File: src/sv/cwc_pkg.sv
`timescale 1ns / 1ps
`default_nettype none
package cwc_pkg;
  localparam int COORD_BITS  = 20;
  localparam int SIZE_BITS   = 18;
  localparam int RADIUS_BITS = 16;
  localparam int COUNT_BITS  = 4;
  localparam int SLOT_BITS   = 3;
  localparam int MAX_WALLS   = 8;
  localparam int ADDR_BITS   = 5;
  localparam int DATA_BITS   = 32;

  typedef enum logic [2:0] {
    REG_RADIUS = 3'd0,
    REG_LEFT   = 3'd1,
    REG_RIGHT  = 3'd2,
    REG_TOP    = 3'd3,
    REG_BOTTOM = 3'd4,
    REG_WALLS  = 3'd5
  } reg_idx_t;

  typedef struct packed {
    logic        [RADIUS_BITS-1:0] radius;
    logic signed [COORD_BITS-1:0]  left;
    logic signed [COORD_BITS-1:0]  right;
    logic signed [COORD_BITS-1:0]  top;
    logic signed [COORD_BITS-1:0]  bottom;
    logic        [COUNT_BITS-1:0]  walls;
  } cfg_t;
endpackage
`default_nettype wire

File: src/sv/cwc_if.sv
`timescale 1ns / 1ps
`default_nettype none
interface cwc_in_if;
  import cwc_pkg::*;
  logic                         valid;
  logic                         ready;
  logic                         kind;
  logic        [SLOT_BITS-1:0]  wall_slot;
  logic signed [COORD_BITS-1:0] wall_x;
  logic signed [COORD_BITS-1:0] wall_y;
  logic        [SIZE_BITS-1:0]  wall_w;
  logic        [SIZE_BITS-1:0]  wall_h;
  logic signed [COORD_BITS-1:0] centre_x;
  logic signed [COORD_BITS-1:0] centre_y;
  modport source (output valid, kind, wall_slot, wall_x, wall_y, wall_w, wall_h,
                  centre_x, centre_y, input ready);
  modport sink (input valid, kind, wall_slot, wall_x, wall_y, wall_w, wall_h,
                centre_x, centre_y, output ready);
endinterface

interface cwc_out_if;
  import cwc_pkg::*;
  logic                         valid;
  logic                         ready;
  logic signed [COORD_BITS-1:0] resolved_x;
  logic signed [COORD_BITS-1:0] resolved_y;
  modport source (output valid, resolved_x, resolved_y, input ready);
  modport sink (input valid, resolved_x, resolved_y, output ready);
endinterface
`default_nettype wire

File: src/sv/cwc_cfg.sv
`timescale 1ns / 1ps
`default_nettype none
module cwc_cfg (
  input  wire logic                          clk,
  input  wire logic                          rst_n,
  input  wire logic                          psel,
  input  wire logic                          penable,
  input  wire logic                          pwrite,
  input  wire logic [cwc_pkg::ADDR_BITS-1:0] paddr,
  input  wire logic [cwc_pkg::DATA_BITS-1:0] pwdata,
  output logic      [cwc_pkg::DATA_BITS-1:0] prdata,
  output logic                               pready,
  output cwc_pkg::cfg_t                      cfg
);
  import cwc_pkg::*;

  cfg_t     cfg_r;
  reg_idx_t idx;
  logic     wr;

  assign idx    = reg_idx_t'(paddr[ADDR_BITS-1:2]);
  assign wr     = psel & penable & pwrite;
  assign pready = 1'b1;
  assign cfg    = cfg_r;

  always_ff @(posedge clk) begin
    if (!rst_n) begin
      cfg_r.radius <= RADIUS_BITS'(320);
      cfg_r.left   <= '0;
      cfg_r.right  <= COORD_BITS'(30720);
      cfg_r.top    <= '0;
      cfg_r.bottom <= COORD_BITS'(17280);
      cfg_r.walls  <= '0;
    end else if (wr) begin
      case (idx)
        REG_RADIUS: cfg_r.radius <= pwdata[RADIUS_BITS-1:0];
        REG_LEFT:   cfg_r.left   <= pwdata[COORD_BITS-1:0];
        REG_RIGHT:  cfg_r.right  <= pwdata[COORD_BITS-1:0];
        REG_TOP:    cfg_r.top    <= pwdata[COORD_BITS-1:0];
        REG_BOTTOM: cfg_r.bottom <= pwdata[COORD_BITS-1:0];
        REG_WALLS:  cfg_r.walls  <= pwdata[COUNT_BITS-1:0];
        default: ;
      endcase
    end
  end

  always_comb begin
    case (idx)
      REG_RADIUS: prdata = DATA_BITS'(cfg_r.radius);
      REG_LEFT:   prdata = DATA_BITS'(unsigned'(cfg_r.left));
      REG_RIGHT:  prdata = DATA_BITS'(unsigned'(cfg_r.right));
      REG_TOP:    prdata = DATA_BITS'(unsigned'(cfg_r.top));
      REG_BOTTOM: prdata = DATA_BITS'(unsigned'(cfg_r.bottom));
      REG_WALLS:  prdata = DATA_BITS'(cfg_r.walls);
      default:    prdata = '0;
    endcase
  end
endmodule
`default_nettype wire

File: src/sv/circle_wall_collision_resolve.sv
`timescale 1ns / 1ps
// A load request writes one wall slot. A resolve request visits each wall in turn;
// a wall can be dropped on the axis test or on the distance test before it pushes.
// Work is done by one shared 17x17 multiplier, a 16-step square root and a 34-step
// restoring divider in turn; the result goes valid in the same cycle the block goes idle.
// One request at a time; a waiting result holds a finished resolve at its last step.
// Synchronous active-low reset restores register defaults; wall table unset until loaded.
`default_nettype none
module circle_wall_collision_resolve (
  input  wire logic                          clk,
  input  wire logic                          rst_n,
  cwc_in_if.sink                             in_ch,
  cwc_out_if.source                          out_ch,
  input  wire logic                          psel,
  input  wire logic                          penable,
  input  wire logic                          pwrite,
  input  wire logic [cwc_pkg::ADDR_BITS-1:0] paddr,
  input  wire logic [cwc_pkg::DATA_BITS-1:0] pwdata,
  output logic      [cwc_pkg::DATA_BITS-1:0] prdata,
  output logic                               pready
);
  import cwc_pkg::*;

  localparam int PW = COORD_BITS + 4;   // working centre
  localparam int DW = PW + 1;           // offset to nearest point
  localparam int MW = 2 * (RADIUS_BITS + 1);

  typedef enum logic [3:0] {
    S_IDLE, S_WALL, S_CHK, S_SQX, S_SQY, S_SUM, S_CMP, S_SQRT,
    S_MUL, S_DSET, S_DIV, S_APPLY, S_BORD, S_DONE
  } state_t;

  cfg_t cfg;
  cwc_cfg u_cfg (
    .clk, .rst_n, .psel, .penable, .pwrite, .paddr, .pwdata, .prdata, .pready, .cfg
  );

  logic signed [COORD_BITS-1:0] wl_mem [MAX_WALLS];
  logic signed [COORD_BITS-1:0] wt_mem [MAX_WALLS];
  logic        [SIZE_BITS-1:0]  ww_mem [MAX_WALLS];
  logic        [SIZE_BITS-1:0]  wh_mem [MAX_WALLS];

  state_t                       state_r;
  logic signed [PW-1:0]         px_r, py_r;
  logic signed [DW-1:0]         dx_r, dy_r;
  logic        [SLOT_BITS:0]    wi_r;
  logic                         axis_r;
  logic        [MW-1:0]         prod_r, acc_r, num_r;
  logic        [31:0]           sq_src_r;
  logic        [RADIUS_BITS+1:0] sq_rem_r;
  logic        [RADIUS_BITS-1:0] root_r;
  logic        [RADIUS_BITS:0]  drem_r;
  logic        [5:0]            cnt_r;
  logic                         ov_r;
  logic signed [COORD_BITS-1:0] rx_r, ry_r;

  // Combinational helpers
  logic        [SLOT_BITS:0]    n_walls;
  logic        [SLOT_BITS-1:0]  wsel;
  logic signed [PW-1:0]         lo_x, hi_x, lo_y, hi_y, nx, ny;
  logic        [DW-1:0]         ax, ay;
  logic        [RADIUS_BITS:0]  mul_a, mul_b, ovl;
  logic        [RADIUS_BITS+1:0] sq_sh, sq_trial;
  logic        [RADIUS_BITS:0]  d_sh;
  logic signed [DW-1:0]         rad_s, kx, ky;
  logic signed [PW-1:0]         q_s;
  logic                         out_free;

  assign n_walls = (cfg.walls > COUNT_BITS'(MAX_WALLS)) ? (SLOT_BITS+1)'(MAX_WALLS)
                                                        : cfg.walls;
  assign wsel = wi_r[SLOT_BITS-1:0];
  assign lo_x = PW'(wl_mem[wsel]);
  assign hi_x = lo_x + PW'(signed'({1'b0, ww_mem[wsel]}));
  assign lo_y = PW'(wt_mem[wsel]);
  assign hi_y = lo_y + PW'(signed'({1'b0, wh_mem[wsel]}));
  assign nx = (px_r < lo_x) ? lo_x : ((px_r > hi_x) ? hi_x : px_r);
  assign ny = (py_r < lo_y) ? lo_y : ((py_r > hi_y) ? hi_y : py_r);
  assign ax = dx_r[DW-1] ? DW'(-dx_r) : DW'(dx_r);
  assign ay = dy_r[DW-1] ? DW'(-dy_r) : DW'(dy_r);
  assign ovl = {1'b0, cfg.radius} - {1'b0, root_r};
  assign rad_s = DW'(signed'({1'b0, cfg.radius}));
  assign q_s = PW'(num_r);
  assign out_free = !ov_r || out_ch.ready;

  always_comb begin
    case (state_r)
      S_SQX:   begin mul_a = ax[RADIUS_BITS:0]; mul_b = ax[RADIUS_BITS:0]; end
      S_SQY:   begin mul_a = ay[RADIUS_BITS:0]; mul_b = ay[RADIUS_BITS:0]; end
      S_SUM:   begin mul_a = {1'b0, cfg.radius}; mul_b = {1'b0, cfg.radius}; end
      S_MUL:   begin
        mul_a = axis_r ? ay[RADIUS_BITS:0] : ax[RADIUS_BITS:0];
        mul_b = ovl;
      end
      default: begin mul_a = '0; mul_b = '0; end
    endcase
  end

  assign sq_sh    = {sq_rem_r[RADIUS_BITS-1:0], sq_src_r[31:30]};
  assign sq_trial = {root_r, 2'b01};
  assign d_sh     = {drem_r[RADIUS_BITS-1:0], num_r[MW-1]};

  // Keep the centre one radius clear of the border
  always_comb begin
    logic signed [DW-1:0] pxe, pye;
    pxe = DW'(px_r);
    pye = DW'(py_r);
    if (pxe - rad_s < DW'(cfg.left))        kx = DW'(cfg.left) + rad_s;
    else if (pxe + rad_s > DW'(cfg.right))  kx = DW'(cfg.right) - rad_s;
    else                                    kx = pxe;
    if (pye - rad_s < DW'(cfg.top))         ky = DW'(cfg.top) + rad_s;
    else if (pye + rad_s > DW'(cfg.bottom)) ky = DW'(cfg.bottom) - rad_s;
    else                                    ky = pye;
  end

  localparam logic signed [DW-1:0] SAT_HI = DW'((1 << (COORD_BITS-1)) - 1);
  localparam logic signed [DW-1:0] SAT_LO = -DW'(1 << (COORD_BITS-1));

  always_ff @(posedge clk) begin
    if (state_r == S_IDLE && in_ch.valid && !in_ch.kind) begin
      wl_mem[in_ch.wall_slot] <= in_ch.wall_x;
      wt_mem[in_ch.wall_slot] <= in_ch.wall_y;
      ww_mem[in_ch.wall_slot] <= in_ch.wall_w;
      wh_mem[in_ch.wall_slot] <= in_ch.wall_h;
    end
  end

  always_ff @(posedge clk) begin
    if (!rst_n) begin
      state_r <= S_IDLE;
      ov_r    <= 1'b0;
    end else begin
      prod_r <= mul_a * mul_b;
      if (state_r == S_DONE && out_free) ov_r <= 1'b1;
      else if (ov_r && out_ch.ready)      ov_r <= 1'b0;
      case (state_r)
        S_IDLE: begin
          if (in_ch.valid && in_ch.kind) begin
            px_r    <= PW'(in_ch.centre_x);
            py_r    <= PW'(in_ch.centre_y);
            wi_r    <= '0;
            state_r <= S_WALL;
          end
        end
        S_WALL: begin
          if (wi_r == n_walls) begin
            state_r <= S_BORD;
          end else begin
            dx_r    <= DW'(nx) - DW'(px_r);
            dy_r    <= DW'(ny) - DW'(py_r);
            axis_r  <= 1'b0;
            state_r <= S_CHK;
          end
        end
        S_CHK: begin
          // drop walls whose nearest point is a full radius away on either axis
          if (ax >= DW'(cfg.radius) || ay >= DW'(cfg.radius)) begin
            wi_r    <= wi_r + 1'b1;
            state_r <= S_WALL;
          end else begin
            state_r <= S_SQX;
          end
        end
        S_SQX: state_r <= S_SQY;
        S_SQY: begin
          acc_r   <= prod_r;
          state_r <= S_SUM;
        end
        S_SUM: begin
          acc_r   <= acc_r + prod_r;
          state_r <= S_CMP;
        end
        S_CMP: begin
          if (acc_r == '0 || acc_r >= prod_r) begin
            wi_r    <= wi_r + 1'b1;
            state_r <= S_WALL;
          end else begin
            sq_src_r <= acc_r[31:0];
            sq_rem_r <= '0;
            root_r   <= '0;
            cnt_r    <= 6'd16;
            state_r  <= S_SQRT;
          end
        end
        S_SQRT: begin
          sq_src_r <= {sq_src_r[29:0], 2'b00};
          if (sq_sh >= sq_trial) begin
            sq_rem_r <= sq_sh - sq_trial;
            root_r   <= {root_r[RADIUS_BITS-2:0], 1'b1};
          end else begin
            sq_rem_r <= sq_sh;
            root_r   <= {root_r[RADIUS_BITS-2:0], 1'b0};
          end
          cnt_r <= cnt_r - 1'b1;
          if (cnt_r == 6'd1) state_r <= S_MUL;
        end
        S_MUL: state_r <= S_DSET;
        S_DSET: begin
          // round to nearest, ties away from zero
          num_r   <= prod_r + MW'(root_r >> 1);
          drem_r  <= '0;
          cnt_r   <= 6'(MW);
          state_r <= S_DIV;
        end
        S_DIV: begin
          if (d_sh >= {1'b0, root_r}) begin
            drem_r <= d_sh - {1'b0, root_r};
            num_r  <= {num_r[MW-2:0], 1'b1};
          end else begin
            drem_r <= d_sh;
            num_r  <= {num_r[MW-2:0], 1'b0};
          end
          cnt_r <= cnt_r - 1'b1;
          if (cnt_r == 6'd1) state_r <= S_APPLY;
        end
        S_APPLY: begin
          if (!axis_r) begin
            px_r    <= dx_r[DW-1] ? px_r + q_s : px_r - q_s;
            axis_r  <= 1'b1;
            state_r <= S_MUL;
          end else begin
            py_r    <= dy_r[DW-1] ? py_r + q_s : py_r - q_s;
            wi_r    <= wi_r + 1'b1;
            state_r <= S_WALL;
          end
        end
        S_BORD: begin
          rx_r <= (kx > SAT_HI) ? COORD_BITS'(SAT_HI) :
                  (kx < SAT_LO) ? COORD_BITS'(SAT_LO) : COORD_BITS'(kx);
          ry_r <= (ky > SAT_HI) ? COORD_BITS'(SAT_HI) :
                  (ky < SAT_LO) ? COORD_BITS'(SAT_LO) : COORD_BITS'(ky);
          state_r <= S_DONE;
        end
        S_DONE: begin
          if (out_free) state_r <= S_IDLE;
        end
        default: state_r <= S_IDLE;
      endcase
    end
  end

  // Result register: hold the last answer until the next one replaces it
  logic signed [COORD_BITS-1:0] ox_r, oy_r;
  always_ff @(posedge clk) begin
    if (state_r == S_DONE && out_free) begin
      ox_r <= rx_r;
      oy_r <= ry_r;
    end
  end

  assign in_ch.ready       = (state_r == S_IDLE);
  assign out_ch.valid      = ov_r;
  assign out_ch.resolved_x = ox_r;
  assign out_ch.resolved_y = oy_r;
endmodule
`default_nettype wire
File: src/flat_wrapper.sv
// flat-port wrapper written by rule: the top's interface ports become plain ports
module circle_wall_collision_resolve_flat import cwc_pkg::*;
  (clk, rst_n, psel, penable, pwrite, paddr, pwdata, prdata, pready, in_ch_valid, in_ch_kind, in_ch_wall_slot, in_ch_wall_x, in_ch_wall_y, in_ch_wall_w, in_ch_wall_h, in_ch_centre_x, in_ch_centre_y, in_ch_ready, out_ch_valid, out_ch_resolved_x, out_ch_resolved_y, out_ch_ready);
  cwc_in_if in_ch_i ();
  cwc_out_if out_ch_i ();
  input  wire logic clk;
  input  wire logic rst_n;
  input  wire logic psel;
  input  wire logic penable;
  input  wire logic pwrite;
  input  wire logic [cwc_pkg::ADDR_BITS-1:0] paddr;
  input  wire logic [cwc_pkg::DATA_BITS-1:0] pwdata;
  output logic      [cwc_pkg::DATA_BITS-1:0] prdata;
  output logic pready;
  input wire logic [$bits(in_ch_i.valid)-1:0] in_ch_valid;
  input wire logic [$bits(in_ch_i.kind)-1:0] in_ch_kind;
  input wire logic [$bits(in_ch_i.wall_slot)-1:0] in_ch_wall_slot;
  input wire logic [$bits(in_ch_i.wall_x)-1:0] in_ch_wall_x;
  input wire logic [$bits(in_ch_i.wall_y)-1:0] in_ch_wall_y;
  input wire logic [$bits(in_ch_i.wall_w)-1:0] in_ch_wall_w;
  input wire logic [$bits(in_ch_i.wall_h)-1:0] in_ch_wall_h;
  input wire logic [$bits(in_ch_i.centre_x)-1:0] in_ch_centre_x;
  input wire logic [$bits(in_ch_i.centre_y)-1:0] in_ch_centre_y;
  output wire logic [$bits(in_ch_i.ready)-1:0] in_ch_ready;
  output wire logic [$bits(out_ch_i.valid)-1:0] out_ch_valid;
  output wire logic [$bits(out_ch_i.resolved_x)-1:0] out_ch_resolved_x;
  output wire logic [$bits(out_ch_i.resolved_y)-1:0] out_ch_resolved_y;
  input wire logic [$bits(out_ch_i.ready)-1:0] out_ch_ready;
  assign in_ch_i.valid = in_ch_valid;
  assign in_ch_i.kind = in_ch_kind;
  assign in_ch_i.wall_slot = in_ch_wall_slot;
  assign in_ch_i.wall_x = in_ch_wall_x;
  assign in_ch_i.wall_y = in_ch_wall_y;
  assign in_ch_i.wall_w = in_ch_wall_w;
  assign in_ch_i.wall_h = in_ch_wall_h;
  assign in_ch_i.centre_x = in_ch_centre_x;
  assign in_ch_i.centre_y = in_ch_centre_y;
  assign in_ch_ready = in_ch_i.ready;
  assign out_ch_valid = out_ch_i.valid;
  assign out_ch_resolved_x = out_ch_i.resolved_x;
  assign out_ch_resolved_y = out_ch_i.resolved_y;
  assign out_ch_i.ready = out_ch_ready;
  circle_wall_collision_resolve u_core (.clk(clk), .rst_n(rst_n), .in_ch(in_ch_i), .out_ch(out_ch_i), .psel(psel), .penable(penable), .pwrite(pwrite), .paddr(paddr), .pwdata(pwdata), .prdata(prdata), .pready(pready));
endmodule
File: config.mk
export PLATFORM = sky130hd
export DESIGN_NAME = circle_wall_collision_resolve_flat
export DESIGN_NICKNAME = d
export VERILOG_FILES = /design/src/sv/cwc_pkg.sv /design/src/sv/cwc_if.sv /design/src/sv/cwc_cfg.sv /design/src/sv/circle_wall_collision_resolve.sv /design/src/flat_wrapper.sv
export SDC_FILE = /design/constraint.sdc
export NUM_CORES = 2
export LEC_CHECK = 0
export BUFFER_PORTS_ARGS = -buffer_cell sky130_fd_sc_hd__buf_2
export CAP_MARGIN = 20
export CORE_MARGIN = 1.5
export CORE_UTILIZATION = 45
export DETAILED_ROUTE_END_ITERATION = 10
export PLACE_DENSITY = 0.58
export SLEW_MARGIN = 20
export SYNTH_ARGS = -nofsm -noshare
export SYNTH_HDL_FRONTEND = slang
export SYNTH_SLANG_ARGS = --single-unit
File: constraint.sdc
create_clock -name clk -period 13.95 [get_ports clk]
set_input_delay 2.79 -clock clk [delete_from_list [all_inputs] [get_ports clk]]
set_output_delay 2.79 -clock clk [all_outputs]
set_load 0.02 [all_outputs]
==> metrics.cfg <==
[yosys]
synth_top_cell_area_share=0.3756
muxShareOfSynthArea=0.06945
syn_inst=7557
yosys-top-cells-area=edfxtp_1 38%, ha_1 12%, fa_1 6.2%
ys_seq_elements=1087
synthTopCellsByCount=979 x edfxtp_1, 867 x nand2_1, 729 x ha_1
ys_seq_area_frac=0.4033
synth_fa_ha_area_frac=0.1784
synth.most_common_cell=edfxtp_1
async_flop_share=0
synth_top_family_by_area=adder cells
synth-simple-area-share=0.1234
synthesis.area_sq_um=78260
synth_cell_types=102
synth_edf_count=979
synth_top_area_cell=edfxtp_1
synth_ff_type=edfxtp_1
synth-xor-area-share=0.05023
synth-compound-area-share=0.1276
yosys_warnings=0
syn_area_per_cell_sq_um=10.36

[clocking]
cts_resized=0
postCtsSetupBuffers=0
clkTransAtPathRegs_ps=80
clockBufferDepth=3
clock-sinks=1087
cts_max_level=3
root_buffer=clkbuf_16
numCtsBuffers=118
insertion_delay_ps=810
cts_tree=yes
cts_hold_buf=0

[final_layout]
finalInstanceArea_sq_um=86080
instances_no_fill=10150
drive_gt1_frac=0.1023
fin_util=0.5001
nNetsFinal=8858
area_growth_pct=9.989

[placement]
port_buffers=211
placed_cells=9910
place_area_sq_um=82140
hpwl_mm=179.8
place_congestion=0.9590

[timing]
worst_slew_pin_slew_ps=1107
finalCritPeriodShare=0.7558
fin_tns_setup_ps=0
rsz0062_at_grt=no
min_period_ps=10540
fmax_ghz=0.09485
hold_viol=0
maxSlewHeadroom=0.2619
slew_violations=0
setup_viol=0
whs_ps=402.5
worst_clock_skew_ps=83.26

[global_route]
overflow=0
grt_pass1_vias=57420
grt_pass1_wl_mm=358.6
grt_max_degree=95
global_route.usage.total=0.2717
antenna_found_initial=35

[critical_path]
cp_top_family=compound AO/OA/AOI/OAI gates
cpMaxStageDelayCell=o41ai_1
cp_num_buf_inv=3
critical-path-max-stage-delay_ps=630
end_kind=flop
worstSetupStartpointType=flop
worst_ep_arrival_time_ps=11030
crit_required_ps=14440
critPathMaxFanout=73
criticalPathCategory=reg -> reg

[routing]
final_antenna_net_count=0
wirelength_mm=240.4
dr.pass1.iters=5
wl_per_cell_um=23.69
drtIter0Drc=4737
viasPerCell=5.768
remaining_drc_errors=0
vias=58540

[power]
swShare=0.3862
clkPwrFrac=0.243
ir_drop_mv=0.1121
p_leak_nw=34.68
seqPwrFrac=0.313
power_density_nw_per_um2=149.5
p_comb_frac=0.445
p_sw_mw=4.970
power.internal_mw=7.898

[flow_run]
cap_violations=0

[hold_path]
hp-class=reg -> reg

[die]
start_util=0.4547
core_area_sq_um=172100
placementRows=152
fp.dieArea_sq_um=176400
die_w_um=420.0
die_h_um=420.0
ios=239

[outcome]
status=complete, no violations

## metal layers
layer  routed length (um)  up-vias  GRT usage
met5                  129        -          0
met4                11510       22     0.1188
met3                14810      444    0.04015
met2               107800     1926     0.4267
met1               106200    28750     0.3731
li1                     -    27400          -
## kinds of logic (layout without fill, tap and decap cells)
logic type      Yosys count  after routing
buf+inv                 974           1233
other cells               2             25
mux                     344            344
fa+ha+maj               971            971
simple gates           2121           2121
flops                  1087           1087
xor+xnor                448            448
compound gates         1610           1610
## area by class of cell
class                           count  area (sq um)
Fill cell                       15560         86030
Multi-Input combinational cell   5507         43240
Sequential cell                  1087         31570
Clock buffer                      153          3124
Tap cell                         2310          2890
Inverter                          695          2610
Timing Repair Buffer              314          1873
Clock inverter                     71         747.0
Antenna cell                       12         30.03
## worst paths after layout
check        slack (ps)           start                          end  cells after the start
max                3410            flop              u_core.dx_r[22]                     38
min                 400  u_core.ry_r[2]  u_core.out_ch.resolved_y[2]                      0
max reg2reg        3410            flop              u_core.dx_r[22]                     38
min reg2reg         400  u_core.ry_r[2]  u_core.out_ch.resolved_y[2]                      0
## stage by stage
step	setup slack (ps)	power, mW
3_5_place_dp	3525	9.734
4_1_cts	3438	12.89
3_3_place_gp	3540	9.625
2_1_floorplan	3401	8.130
5_1_grt	2631	13.65
6_report	3407	12.87
## placed cells by master (no fill, tap or decap), drive strengths merged, types with 67 or more instances in the layout
cell and instances:
edfxtp 979, xnor2 290, a21oi 518, ha 729, xor2 158, buf 314, fa 242, and2 67
inv 698, o21ai 396, nand3 111, clkbuf 153, a21o 182, nor2b 81, nand4 68, dfxtp 108
mux4 153, nand2 867, nor2 555, mux2i 129, nand2b 67, nor3 97
## power groups by stage
stage	sequential, mW	clock, mW	combinational, mW
2_1_floorplan	3.99	0	4.14
3_3_place_gp	4.08	0	5.54
3_5_place_dp	4.09	0	5.65
4_1_cts	4.02	3.19	5.67
5_1_grt	4.03	3.31	6.31
6_report	4.02	3.13	5.72
## registers in the layout, summed over array words and instances (netlist names), 20 cells and up, named ones only
name and cells:
u_core.prod_r 34, u_core.out_ch.resolved_x 20, u_core.dy_r 25, u_core.wl_mem 160, u_core.wt_mem 160, u_core.num_r 34
u_core.dx_r 25, u_core.u_cfg.cfg 100, u_core.ry_r 20, u_core.ww_mem 144, u_core.wh_mem 144, u_core.acc_r 34
u_core.px_r 24, u_core.rx_r 20, u_core.sq_src_r 32, u_core.py_r 24, u_core.out_ch.resolved_y 20
(Power assumes the default switching activity.)
